File: config.mk
export PLATFORM = sky130hd
export DESIGN_NAME = caesar_cipher_grouped_output_flat
export DESIGN_NICKNAME = d
export VERILOG_FILES = /design/src/rtl/ccgo_pkg.sv /design/src/rtl/ccgo_channels.sv /design/src/rtl/caesar_cipher_grouped_output.sv /design/src/rtl/ccgo_front.sv /design/src/rtl/ccgo_queue.sv /design/src/rtl/ccgo_back.sv /design/src/flat_wrapper.sv
export SDC_FILE = /design/constraint.sdc
export NUM_CORES = 1
export LEC_CHECK = 0
export ABC_CLOCK_PERIOD_IN_PS = 5400
export BUFFER_PORTS_ARGS = -buffer_cell sky130_fd_sc_hd__clkbuf_2
export CAP_MARGIN = 15
export CORE_AREA = 4 4 143 76
export CTS_CLUSTER_DIAMETER = 40
export DETAILED_ROUTE_END_ITERATION = 10
export DIE_AREA = 0 0 147 80
export PLACE_DENSITY = 0.78
export SYNTH_ARGS = -nofsm -noshare
export SYNTH_HDL_FRONTEND = slang
export SYNTH_HIERARCHICAL = 1
export SYNTH_SLANG_ARGS = --single-unit
File: constraint.sdc
create_clock -name clock -period 5.4 [get_ports clock]
set_input_delay 0.27 -clock clock [delete_from_list [all_inputs] [get_ports clock]]
set_output_delay 0.27 -clock clock [all_outputs]
set_load 0.005 [all_outputs]
File: src/rtl/ccgo_pkg.sv
package ccgo_pkg;

   // Alphabet and grouping constants
   localparam int unsigned ALPHA_SIZE    = 67;
   localparam int unsigned LINE_SYMBOLS  = 48;
   localparam int unsigned GROUP_SYMBOLS = 6;
   localparam int unsigned CHAR_W        = 8;
   localparam int unsigned IDX_W         = 7;
   localparam int unsigned LINE_W        = 6;
   localparam int unsigned GROUP_W       = 3;

   localparam logic [CHAR_W-1:0] SEP_GROUP = 8'h5F;  // underscore
   localparam logic [CHAR_W-1:0] SEP_LINE  = 8'h0A;  // newline

   typedef logic [CHAR_W-1:0] char_type;
   typedef logic [IDX_W-1:0]  index_type;

   // Separator that follows a cipher symbol
   typedef enum logic [1:0] {
      SEP_NONE,
      SEP_UNDERSCORE,
      SEP_NEWLINE
   } sep_type;

   // One queued symbol: its cipher index and the separator after it
   typedef struct packed {
      index_type sym_idx;
      sep_type   sep;
   } entry_type;

   typedef struct packed {
      logic      hit;
      index_type idx;
   } lookup_type;

   // Byte to alphabet index; hit is low for bytes outside the alphabet
   function automatic lookup_type char_lookup(input char_type c);
      lookup_type r;
      r.hit = 1'b1;
      r.idx = '0;
      case (c) inside
         [8'h30:8'h39]: r.idx = index_type'(c - 8'h30);   // digits, 0..9
         [8'h41:8'h5A]: r.idx = index_type'(c - 8'h37);   // upper case, 10..35
         [8'h61:8'h7A]: r.idx = index_type'(c - 8'h3D);   // lower case, 36..61
         8'h20:         r.idx = 7'd62;                    // space
         8'h2E:         r.idx = 7'd63;                    // full stop
         8'h2C:         r.idx = 7'd64;                    // comma
         8'h3B:         r.idx = 7'd65;                    // semicolon
         8'h2D:         r.idx = 7'd66;                    // hyphen
         default:       r.hit = 1'b0;
      endcase
      return r;
   endfunction

   // Alphabet index back to its byte
   function automatic char_type index_to_char(input index_type i);
      char_type c;
      case (i) inside
         [7'd0:7'd9]:   c = char_type'(i) + 8'h30;
         [7'd10:7'd35]: c = char_type'(i) + 8'h37;
         [7'd36:7'd61]: c = char_type'(i) + 8'h3D;
         7'd62:         c = 8'h20;
         7'd63:         c = 8'h2E;
         7'd64:         c = 8'h2C;
         7'd65:         c = 8'h3B;
         default:       c = 8'h2D;
      endcase
      return c;
   endfunction

endpackage

File: src/rtl/ccgo_channels.sv
// Plaintext input channel
interface ccgo_req_if;
   logic                 valid;
   logic                 ready;
   ccgo_pkg::char_type   in_char;

   modport source (output valid, output in_char, input ready);
   modport sink   (input valid, input in_char, output ready);
endinterface

// Cipher output channel
interface ccgo_rsp_if;
   logic                 valid;
   logic                 ready;
   ccgo_pkg::char_type   out_char;
   logic                 last;

   modport source (output valid, output out_char, output last, input ready);
   modport sink   (input valid, input out_char, input last, output ready);
endinterface

// Key register write channel
interface ccgo_csr_if;
   logic                 valid;
   logic                 ready;
   ccgo_pkg::char_type   key_char;

   modport source (output valid, output key_char, input ready);
   modport sink   (input valid, input key_char, output ready);
endinterface

File: src/rtl/caesar_cipher_grouped_output.sv
// Caesar cipher over a 67-symbol alphabet (digits, A-Z, a-z, space and . , ; -)
// with grouped output. One byte is taken on req_bus every cycle while the
// internal queue has room; bytes outside the alphabet are consumed and give no
// result. Each alphabet byte gives its cipher byte on rsp_bus, followed by an
// underscore after every 6th symbol or a newline after every 48th; last marks
// the final result of a byte. rsp_bus delivers one result per cycle from its
// output register while ready is high; a byte with a separator gives two results
// and one without gives one; the output port limits sustained rate. A byte is
// held in the queue, then in the output register. The key is to be written over
// csr_bus (always ready) only while the block is idle, which the block does not
// enforce; a key outside the alphabet, or the reset key '0', gives no shift.
module caesar_cipher_grouped_output #(
   parameter int unsigned QUEUE_DEPTH = 4
) (
   input  logic      clock,
   input  logic      reset,
   ccgo_req_if.sink  req_bus,
   ccgo_rsp_if.source rsp_bus,
   ccgo_csr_if.sink  csr_bus
);

   ccgo_pkg::entry_type push_entry, pop_entry;
   logic                push_valid, push_ready, pop_valid, pop_ready;

   // Front: classify, encrypt, count symbols
   ccgo_front u_front (
      .clock      (clock),
      .reset      (reset),
      .req_bus    (req_bus),
      .csr_bus    (csr_bus),
      .push_entry (push_entry),
      .push_valid (push_valid),
      .push_ready (push_ready)
   );

   // Decoupling queue
   ccgo_queue #(
      .DEPTH (QUEUE_DEPTH)
   ) u_queue (
      .clock      (clock),
      .reset      (reset),
      .push_entry (push_entry),
      .push_valid (push_valid),
      .push_ready (push_ready),
      .pop_entry  (pop_entry),
      .pop_valid  (pop_valid),
      .pop_ready  (pop_ready)
   );

   // Back: emit symbol and separator
   ccgo_back u_back (
      .clock     (clock),
      .reset     (reset),
      .pop_entry (pop_entry),
      .pop_valid (pop_valid),
      .pop_ready (pop_ready),
      .rsp_bus   (rsp_bus)
   );

endmodule

File: src/rtl/ccgo_front.sv
module ccgo_front (
   input  logic                clock,
   input  logic                reset,
   ccgo_req_if.sink            req_bus,
   ccgo_csr_if.sink            csr_bus,
   output ccgo_pkg::entry_type push_entry,
   output logic                push_valid,
   input  logic                push_ready
);

   localparam logic [ccgo_pkg::IDX_W:0] ALPHA_MOD = (ccgo_pkg::IDX_W+1)'(ccgo_pkg::ALPHA_SIZE);
   localparam logic [ccgo_pkg::LINE_W:0] LINE_END =
      (ccgo_pkg::LINE_W+1)'(ccgo_pkg::LINE_SYMBOLS);
   localparam logic [ccgo_pkg::GROUP_W-1:0] GROUP_END =
      ccgo_pkg::GROUP_W'(ccgo_pkg::GROUP_SYMBOLS - 1);

   ccgo_pkg::index_type          shift_ff;
   logic [ccgo_pkg::LINE_W-1:0]  line_ff, line_in;
   logic [ccgo_pkg::GROUP_W-1:0] group_ff, group_in;

   ccgo_pkg::lookup_type         in_lu, key_lu;
   logic [ccgo_pkg::IDX_W:0]     sum;
   logic [ccgo_pkg::LINE_W:0]    line_next;
   logic                         line_wrap, group_wrap, push_xfer;

   assign csr_bus.ready = 1'b1;
   assign key_lu        = ccgo_pkg::char_lookup(csr_bus.key_char);

   // Shift register: key index, zero for a key outside the alphabet
   always_ff @(posedge clock) begin
      if (reset) begin
         shift_ff <= '0;
      end else if (csr_bus.valid) begin
         shift_ff <= key_lu.hit ? key_lu.idx : '0;
      end
   end

   // Classify and encrypt
   always_comb begin
      in_lu      = ccgo_pkg::char_lookup(req_bus.in_char);
      sum        = {1'b0, in_lu.idx} + {1'b0, shift_ff};
      line_next  = {1'b0, line_ff} + 1'b1;
      line_wrap  = (line_next >= LINE_END);
      group_wrap = (group_ff == GROUP_END);

      push_entry.sym_idx = (sum >= ALPHA_MOD) ? ccgo_pkg::IDX_W'(sum - ALPHA_MOD)
                                              : ccgo_pkg::IDX_W'(sum);
      if (line_wrap) begin
         push_entry.sep = ccgo_pkg::SEP_NEWLINE;
      end else if (group_wrap) begin
         push_entry.sep = ccgo_pkg::SEP_UNDERSCORE;
      end else begin
         push_entry.sep = ccgo_pkg::SEP_NONE;
      end

      // Bytes outside the alphabet are taken and dropped
      req_bus.ready = push_ready;
      push_valid    = req_bus.valid && in_lu.hit;
      push_xfer     = push_valid && push_ready;

      line_in  = line_wrap ? '0 : ccgo_pkg::LINE_W'(line_next);
      group_in = (line_wrap || group_wrap) ? '0 : group_ff + 1'b1;
   end

   // Symbol counters, per line and per group
   always_ff @(posedge clock) begin
      if (reset) begin
         line_ff  <= '0;
         group_ff <= '0;
      end else if (push_xfer) begin
         line_ff  <= line_in;
         group_ff <= group_in;
      end
   end

endmodule

File: src/rtl/ccgo_queue.sv
module ccgo_queue #(
   parameter int unsigned DEPTH = 4
) (
   input  logic                clock,
   input  logic                reset,
   input  ccgo_pkg::entry_type push_entry,
   input  logic                push_valid,
   output logic                push_ready,
   output ccgo_pkg::entry_type pop_entry,
   output logic                pop_valid,
   input  logic                pop_ready
);

   localparam int unsigned PTR_W = (DEPTH > 1) ? $clog2(DEPTH) : 1;
   localparam int unsigned CNT_W = $clog2(DEPTH + 1);
   localparam logic [PTR_W-1:0] LAST_PTR = PTR_W'(DEPTH - 1);
   localparam logic [CNT_W-1:0] FULL_CNT = CNT_W'(DEPTH);

   ccgo_pkg::entry_type slot_ff [DEPTH];
   logic [PTR_W-1:0]    wr_ptr_ff, wr_ptr_in, rd_ptr_ff, rd_ptr_in;
   logic [CNT_W-1:0]    count_ff, count_in;
   logic                push_xfer, pop_xfer;

   always_comb begin
      push_ready = (count_ff != FULL_CNT);
      pop_valid  = (count_ff != '0);
      pop_entry  = slot_ff[rd_ptr_ff];
      push_xfer  = push_valid && push_ready;
      pop_xfer   = pop_valid && pop_ready;

      wr_ptr_in = wr_ptr_ff;
      if (push_xfer) begin
         wr_ptr_in = (wr_ptr_ff == LAST_PTR) ? '0 : wr_ptr_ff + 1'b1;
      end
      rd_ptr_in = rd_ptr_ff;
      if (pop_xfer) begin
         rd_ptr_in = (rd_ptr_ff == LAST_PTR) ? '0 : rd_ptr_ff + 1'b1;
      end
      count_in = count_ff;
      if (push_xfer && !pop_xfer) begin
         count_in = count_ff + 1'b1;
      end else if (pop_xfer && !push_xfer) begin
         count_in = count_ff - 1'b1;
      end
   end

   // Pointers and fill count
   always_ff @(posedge clock) begin
      if (reset) begin
         wr_ptr_ff <= '0;
         rd_ptr_ff <= '0;
         count_ff  <= '0;
      end else begin
         wr_ptr_ff <= wr_ptr_in;
         rd_ptr_ff <= rd_ptr_in;
         count_ff  <= count_in;
      end
   end

   // Entry storage
   always_ff @(posedge clock) begin
      if (push_xfer) begin
         slot_ff[wr_ptr_ff] <= push_entry;
      end
   end

endmodule

File: src/rtl/ccgo_back.sv
module ccgo_back (
   input  logic                clock,
   input  logic                reset,
   input  ccgo_pkg::entry_type pop_entry,
   input  logic                pop_valid,
   output logic                pop_ready,
   ccgo_rsp_if.source          rsp_bus
);

   logic               rsp_valid_ff, rsp_valid_in;
   logic               phase_ff, phase_in;      // high: separator of head entry is next
   ccgo_pkg::char_type out_char_ff, out_char_in;
   logic               last_ff, last_in;
   ccgo_pkg::char_type sep_char;
   logic               load;

   assign rsp_bus.valid    = rsp_valid_ff;
   assign rsp_bus.out_char = out_char_ff;
   assign rsp_bus.last     = last_ff;

   // Pick the next result: the symbol, then its separator if any
   always_comb begin
      case (pop_entry.sep)
         ccgo_pkg::SEP_NEWLINE: sep_char = ccgo_pkg::SEP_LINE;
         default:               sep_char = ccgo_pkg::SEP_GROUP;
      endcase

      load         = !rsp_valid_ff || rsp_bus.ready;
      pop_ready    = load && (phase_ff || (pop_entry.sep == ccgo_pkg::SEP_NONE));
      rsp_valid_in = rsp_valid_ff;
      phase_in     = phase_ff;
      out_char_in  = out_char_ff;
      last_in      = last_ff;

      if (load) begin
         rsp_valid_in = pop_valid;
         if (pop_valid) begin
            if (phase_ff) begin
               out_char_in = sep_char;
               last_in     = 1'b1;
               phase_in    = 1'b0;
            end else begin
               out_char_in = ccgo_pkg::index_to_char(pop_entry.sym_idx);
               last_in     = (pop_entry.sep == ccgo_pkg::SEP_NONE);
               phase_in    = (pop_entry.sep != ccgo_pkg::SEP_NONE);
            end
         end
      end
   end

   // Control state
   always_ff @(posedge clock) begin
      if (reset) begin
         rsp_valid_ff <= 1'b0;
         phase_ff     <= 1'b0;
      end else begin
         rsp_valid_ff <= rsp_valid_in;
         phase_ff     <= phase_in;
      end
   end

   // Output payload
   always_ff @(posedge clock) begin
      out_char_ff <= out_char_in;
      last_ff     <= last_in;
   end

endmodule

File: src/flat_wrapper.sv
// flat-port wrapper written by rule: the top's interface ports become plain ports
module caesar_cipher_grouped_output_flat 
#(
   parameter int unsigned QUEUE_DEPTH = 4
)
  (clock, reset, req_bus_valid, req_bus_in_char, req_bus_ready, rsp_bus_valid, rsp_bus_out_char, rsp_bus_last, rsp_bus_ready, csr_bus_valid, csr_bus_key_char, csr_bus_ready);
  ccgo_req_if req_bus_i ();
  ccgo_rsp_if rsp_bus_i ();
  ccgo_csr_if csr_bus_i ();
  input  logic clock;
  input  logic reset;
  input wire logic [$bits(req_bus_i.valid)-1:0] req_bus_valid;
  input wire logic [$bits(req_bus_i.in_char)-1:0] req_bus_in_char;
  output wire logic [$bits(req_bus_i.ready)-1:0] req_bus_ready;
  output wire logic [$bits(rsp_bus_i.valid)-1:0] rsp_bus_valid;
  output wire logic [$bits(rsp_bus_i.out_char)-1:0] rsp_bus_out_char;
  output wire logic [$bits(rsp_bus_i.last)-1:0] rsp_bus_last;
  input wire logic [$bits(rsp_bus_i.ready)-1:0] rsp_bus_ready;
  input wire logic [$bits(csr_bus_i.valid)-1:0] csr_bus_valid;
  input wire logic [$bits(csr_bus_i.key_char)-1:0] csr_bus_key_char;
  output wire logic [$bits(csr_bus_i.ready)-1:0] csr_bus_ready;
  assign req_bus_i.valid = req_bus_valid;
  assign req_bus_i.in_char = req_bus_in_char;
  assign req_bus_ready = req_bus_i.ready;
  assign rsp_bus_valid = rsp_bus_i.valid;
  assign rsp_bus_out_char = rsp_bus_i.out_char;
  assign rsp_bus_last = rsp_bus_i.last;
  assign rsp_bus_i.ready = rsp_bus_ready;
  assign csr_bus_i.valid = csr_bus_valid;
  assign csr_bus_i.key_char = csr_bus_key_char;
  assign csr_bus_ready = csr_bus_i.ready;
  caesar_cipher_grouped_output #(.QUEUE_DEPTH(QUEUE_DEPTH)) u_core (.clock(clock), .reset(reset), .req_bus(req_bus_i), .rsp_bus(rsp_bus_i), .csr_bus(csr_bus_i));
endmodule
==> flow_results.org <==
** Run status
- The run finished with clean final reports.

** Synth
- After synthesis the netlist holds a flip-flop and latch count of 72.
- A synthesized cell averages around 9.4 sq um.
- After synthesis, the cell types taking the most area are sky130_fd_sc_hd__edfxtp_1, sky130_fd_sc_hd__ha_1, sky130_fd_sc_hd__dfxtp_1.
- Yosys instantiated no cell more often than sky130_fd_sc_hd__nor2_1.
- Number of enable flip-flop cells after synthesis :: 45
- Area leader, netlist :: sky130_fd_sc_hd__edfxtp_1
- The most used flip-flop cell after synthesis is sky130_fd_sc_hd__edfxtp_1.
- Most numerous cell types in the synthesized netlist :: sky130_fd_sc_hd__nor2_1, sky130_fd_sc_hd__ha_1, sky130_fd_sc_hd__edfxtp_1, sky130_fd_sc_hd__a21oi_1, sky130_fd_sc_hd__nand2_1
- Post-Synthesis Cells :: 603
- Synthesized Nets :: roughly 670
- Yosys mapped the design onto 96 distinct sky130hd cell types.
- Syn Std Cell Area :: ~0.0057 sq mm
- Count of warnings emitted by yosys :: 6
- The share of synthesized area in the top cell type comes to 23.7%.
- Asr flop ratio synth :: 0%
- Sequential area share after synthesis :: between 30% and 40%

** Clock network
- CTS tree :: done
- Cts bufs inserted :: 9
- Sinks on Clock Net :: between 70 and 80
- Clock network latency to the later pin of the worst-skew pair :: 0.33 ns
- H-tree depth :: 3
- Cell at the root of the clock tree :: sky130_fd_sc_hd__clkbuf_16
- In this run the deepest clock path goes through 2 buffers.
- Resized Gates After CTS :: 0
- Clock-pin slew was measured on the worst setup and hold paths at around 0.05 ns.
- After clock tree synthesis, the flow added hold-fix buffers numbering 0.
- Buffers added to address setup during post-CTS repair amount to 0.

** Pwr
- In this run the power density over the cells is around 350 mW/mm^2.
- Leakage power :: ~0.0024 uW
- Combinational Power Share :: 35.6%
- Power dissipated by switching net loads :: ~710 uW
- Cell internal power was estimated by the tool at approximately 1500 uW.
- Of the total power, the clock network draws 30.2%.
- After layout, the design draws a total of around 2200 uW.
- Sequential fraction of design power :: 34.3%
- In this run switching power makes up ~33% of total power.
- Highest ir drop seen on vdd :: roughly 150 uV

** Global route
- After global routing the overflow that remains totals 0.
- Pin count of the biggest net entering global routing :: 25
- Vias in the first global route :: 4298
- Total routing resource utilization after global routing :: a little over a fifth
- First-pass GRT wire length :: around 20000 um
- The number of antenna violations at the first check in global routing is 0.

** STA
- Number of max-slew violations in the final report :: 0
- Derived from the worst setup path, the maximum achievable clock frequency is 225 MHz.
- Headroom to the max-slew limit came out at between 40% and 50%.
- The clock period could shrink to roughly 4.4 ns.
- Setup repair after global routing left no endpoint under its margin.
- On the final layout, the worst hold slack is 0.211 ns.
- On the final layout, the worst clock skew is 0.00703 ns.
- Post-Route Setup TNS :: 0 ns
- At the pin with the least slew margin, the transition time is slightly below 0.9 ns.
- Final Hold Vio Count :: 0
- Final clock period utilization by the worst path :: between 80% and 90%
- Total of endpoints with negative setup slack in the final report :: 0

** Setup path
- Worst Setup End Kind :: register
- Setup slack on the worst reg-to-reg path comes out at between 1.5 and 2 ns.
- Endpoint of the worst setup timing path :: u_core/u_queue/slot_ff[0][7]
- Of all nets on the critical path, the largest fanout is 8.
- The endpoint identified for the worst register-to-register timing path is u_core/u_back/rsp_bus.out_char[4].
- Data on the critical path arrives at its endpoint at between 4 and 5 ns.
- The worst setup path is launched from an input port.
- For the worst setup path, the data required time is approximately 5.4 ns.
- Category of the critical setup timing path :: input port to register
- In this run the worst setup path begins at req_bus_in_char[0].
- Reg2reg path depth :: 8

** Place
- Summing all placed instances gives a cell area of 0.00588 sq mm.
- Routability-driven placement congestion ratio :: 0.892
- The wire-length estimate of the detail-placed layout is around 8800 um.
- During placement, the flow inserted port buffers numbering 31.

** Floorplan
- From bottom edge to top edge, the die measures ~80 um.
- The die covers ~0.012 sq mm.
- Floorplan core area :: roughly 0.0094 sq mm
- Effective utilization at floorplan :: around 60%
- 33 I/O pins were placed.
- Measured along the x axis, the die boundary spans roughly 150 um.
- Number of rows created at floorplan :: 25

** Job
- Max-cap viol count :: 0

** Detailed routing
- Total via count in the routed design :: 4682
- Initial detailed-routing violation count :: 298
- The count of nets left with antenna violations once routing finished came out at 0.
- Number of detailed-route iterations in the first pass :: 5
- After detailed routing, the total wire length is roughly 12000 um.
- After detailed routing, the number of remaining DRC violations is 0.
- Post-detailed-route wirelength per cell :: 16.1 um
- After detailed routing, the number of vias per cell comes to around 6.2.

** Layout
- Area used by multi-input combinational logic :: approximately 0.0035 sq mm
- Filler cell count :: roughly 740
- Layout overhead on the synthesized area :: 9.16%
- Final std cell area, no fill :: about 0.0062 sq mm
- 0 antenna diodes ended up in the layout.
- Registers take between 0.0015 and 0.002 sq mm.
- Final nets :: just under 700
- The post-route netlist has 14.6% of its cells at a drive strength greater than 1.

** Hold path
- Type of the worst min-delay path :: input port to register
- Worst hold path depth :: 2
==> worst min path at each step <==
stage                                from  slack, ns                          to
4_1_cts                     csr_bus_valid       0.20  u_core/u_front/shift_ff[6]
2_1_floorplan                       reset       0.34      u_core/u_back/phase_ff
3_5_place_dp   u_core/u_front/shift_ff[5]       0.46  u_core/u_front/shift_ff[5]
3_3_place_gp   u_core/u_front/group_ff[1]       0.46  u_core/u_front/group_ff[1]
5_1_grt                     csr_bus_valid       0.22  u_core/u_front/shift_ff[6]
6_report                    csr_bus_valid       0.21  u_core/u_front/shift_ff[6]
==> kinds of logic (layout without fill, tap and decap cells) <==
family / after synthesis / after routing / share of synthesized area [%]
AND/OR/NAND/NOR: 201 / 201 / 19.6
AO/OA/AOI/OAI: 178 / 178 / 22.7
flip-flops: 72 / 72 / 33.2
buffers and inverters: 61 / 81 / 4.72
adder cells (fa/ha/maj): 48 / 48 / 10.8
multiplexers: 21 / 21 / 5.78
XOR/XNOR: 20 / 20 / 3.07
other: 2 / 2 / 0.132
==> flip-flops by register name, summed over array words and instances, names as in the netlist, named ones only <==
signal,flops
u_core/u_back/rsp_bus.last,1
u_core/u_front/line_ff,6
u_core/u_front/shift_ff,7
u_core/u_back/rsp_bus.out_char,8
u_core/u_back/phase_ff,1
u_core/u_queue/wr_ptr_ff,2
u_core/u_queue/slot_ff,36
u_core/u_queue/count_ff,3
u_core/u_front/group_ff,3
u_core/u_queue/rd_ptr_ff,2
u_core/u_back/rsp_bus.valid,1
==> through the flow <==
stage	util (%)	worst slack [ns]	std cells
6_report	66.1	0.956	758
5_1_grt	66.1	0.532	758
4_1_cts	66.1	0.966	758
3_5_place_dp	62.5	0.682	742
3_3_place_gp	62.5	0.828	742
2_1_floorplan	-	1.22	603
==> layout make-up <==
| cell class | instances | share of cell area (%) |
|---|---|---|
| inverters | 33 | 1.99 |
| multi-input cells | 470 | 56.9 |
| clock buffers | 9 | 3.62 |
| flip-flops and latches | 72 | 30.4 |
| well taps | 135 | 2.72 |
| clock inverters | 7 | 1.77 |
| repair buffers | 32 | 2.62 |
==> placed cells by master, fill, tap and decap left out, types with 3 or more instances in the layout <==
cell | synthesis | layout
sky130_fd_sc_hd__dfxtp_1 | 27 | 27
sky130_fd_sc_hd__o31ai_1 | 6 | 6
sky130_fd_sc_hd__and3_2 | 5 | 5
sky130_fd_sc_hd__nand4_1 | 4 | 4
sky130_fd_sc_hd__o21a_1 | 8 | 8
sky130_fd_sc_hd__and3_1 | 3 | 3
sky130_fd_sc_hd__a21o_1 | 6 | 6
sky130_fd_sc_hd__nand4b_1 | 3 | 3
sky130_fd_sc_hd__nor3_1 | 13 | 13
sky130_fd_sc_hd__a21oi_1 | 41 | 41
sky130_fd_sc_hd__and3b_1 | 3 | 3
sky130_fd_sc_hd__o21ai_0 | 33 | 33
sky130_fd_sc_hd__ha_1 | 46 | 46
sky130_fd_sc_hd__clkbuf_2 | 2 | 31
sky130_fd_sc_hd__or4_1 | 4 | 4
sky130_fd_sc_hd__a211oi_1 | 7 | 7
sky130_fd_sc_hd__o2bb2ai_1 | 4 | 4
sky130_fd_sc_hd__clkbuf_16 | 0 | 9
sky130_fd_sc_hd__nor2_1 | 50 | 50
sky130_fd_sc_hd__nand2b_1 | 10 | 10
sky130_fd_sc_hd__o311ai_0 | 3 | 3
sky130_fd_sc_hd__o211a_1 | 3 | 3
sky130_fd_sc_hd__xor2_1 | 8 | 8
sky130_fd_sc_hd__nand2_1 | 41 | 41
sky130_fd_sc_hd__bufinv_16 | 0 | 3
sky130_fd_sc_hd__mux4_2 | 9 | 9
sky130_fd_sc_hd__or3_1 | 9 | 9
sky130_fd_sc_hd__nor3b_1 | 7 | 7
sky130_fd_sc_hd__nand3_1 | 14 | 14
sky130_fd_sc_hd__inv_1 | 33 | 33
sky130_fd_sc_hd__nor2b_1 | 9 | 9
sky130_fd_sc_hd__xnor2_1 | 12 | 12
sky130_fd_sc_hd__o311a_1 | 3 | 3
sky130_fd_sc_hd__edfxtp_1 | 45 | 45
sky130_fd_sc_hd__a31oi_1 | 11 | 11
sky130_fd_sc_hd__mux2i_1 | 10 | 10
sky130_fd_sc_hd__a21oi_2 | 3 | 3
==> power by group through the flow <==
stage	combinational, uW	sequential [uW]	clock, uW
global route	859	755	694
CTS	770	746	669
global placement	742	755	0
floorplan	621	731	0
detailed placement	762	757	0
finish	774	746	657
==> critical path: stages <==
cell and delay, ns:
sky130_fd_sc_hd__clkbuf_2 0.16, sky130_fd_sc_hd__inv_1 0.10, sky130_fd_sc_hd__ha_1 0.27, sky130_fd_sc_hd__nor4b_4 0.17, sky130_fd_sc_hd__or4b_2 0.67, sky130_fd_sc_hd__a21oi_1 0.18, sky130_fd_sc_hd__nor3_1 0.06, sky130_fd_sc_hd__o21ai_0 0.20
sky130_fd_sc_hd__o21ai_0 0.22, sky130_fd_sc_hd__fa_1 0.50, sky130_fd_sc_hd__nand2b_1 0.19, sky130_fd_sc_hd__a211oi_1 0.29, sky130_fd_sc_hd__mux2i_1 0.13, sky130_fd_sc_hd__or2_2 0.39, sky130_fd_sc_hd__o311ai_0 0.65
==> layer usage <==
layer	GRT usage, %	vias up	routed length, um
met2	37.1	122	5840
met4	5.67	0	136
met5	0	-	0
met3	4.14	15	555
met1	27.2	2252	5690
li1	-	2293	-
Note: power is estimated with default switching activity, not from simulation.
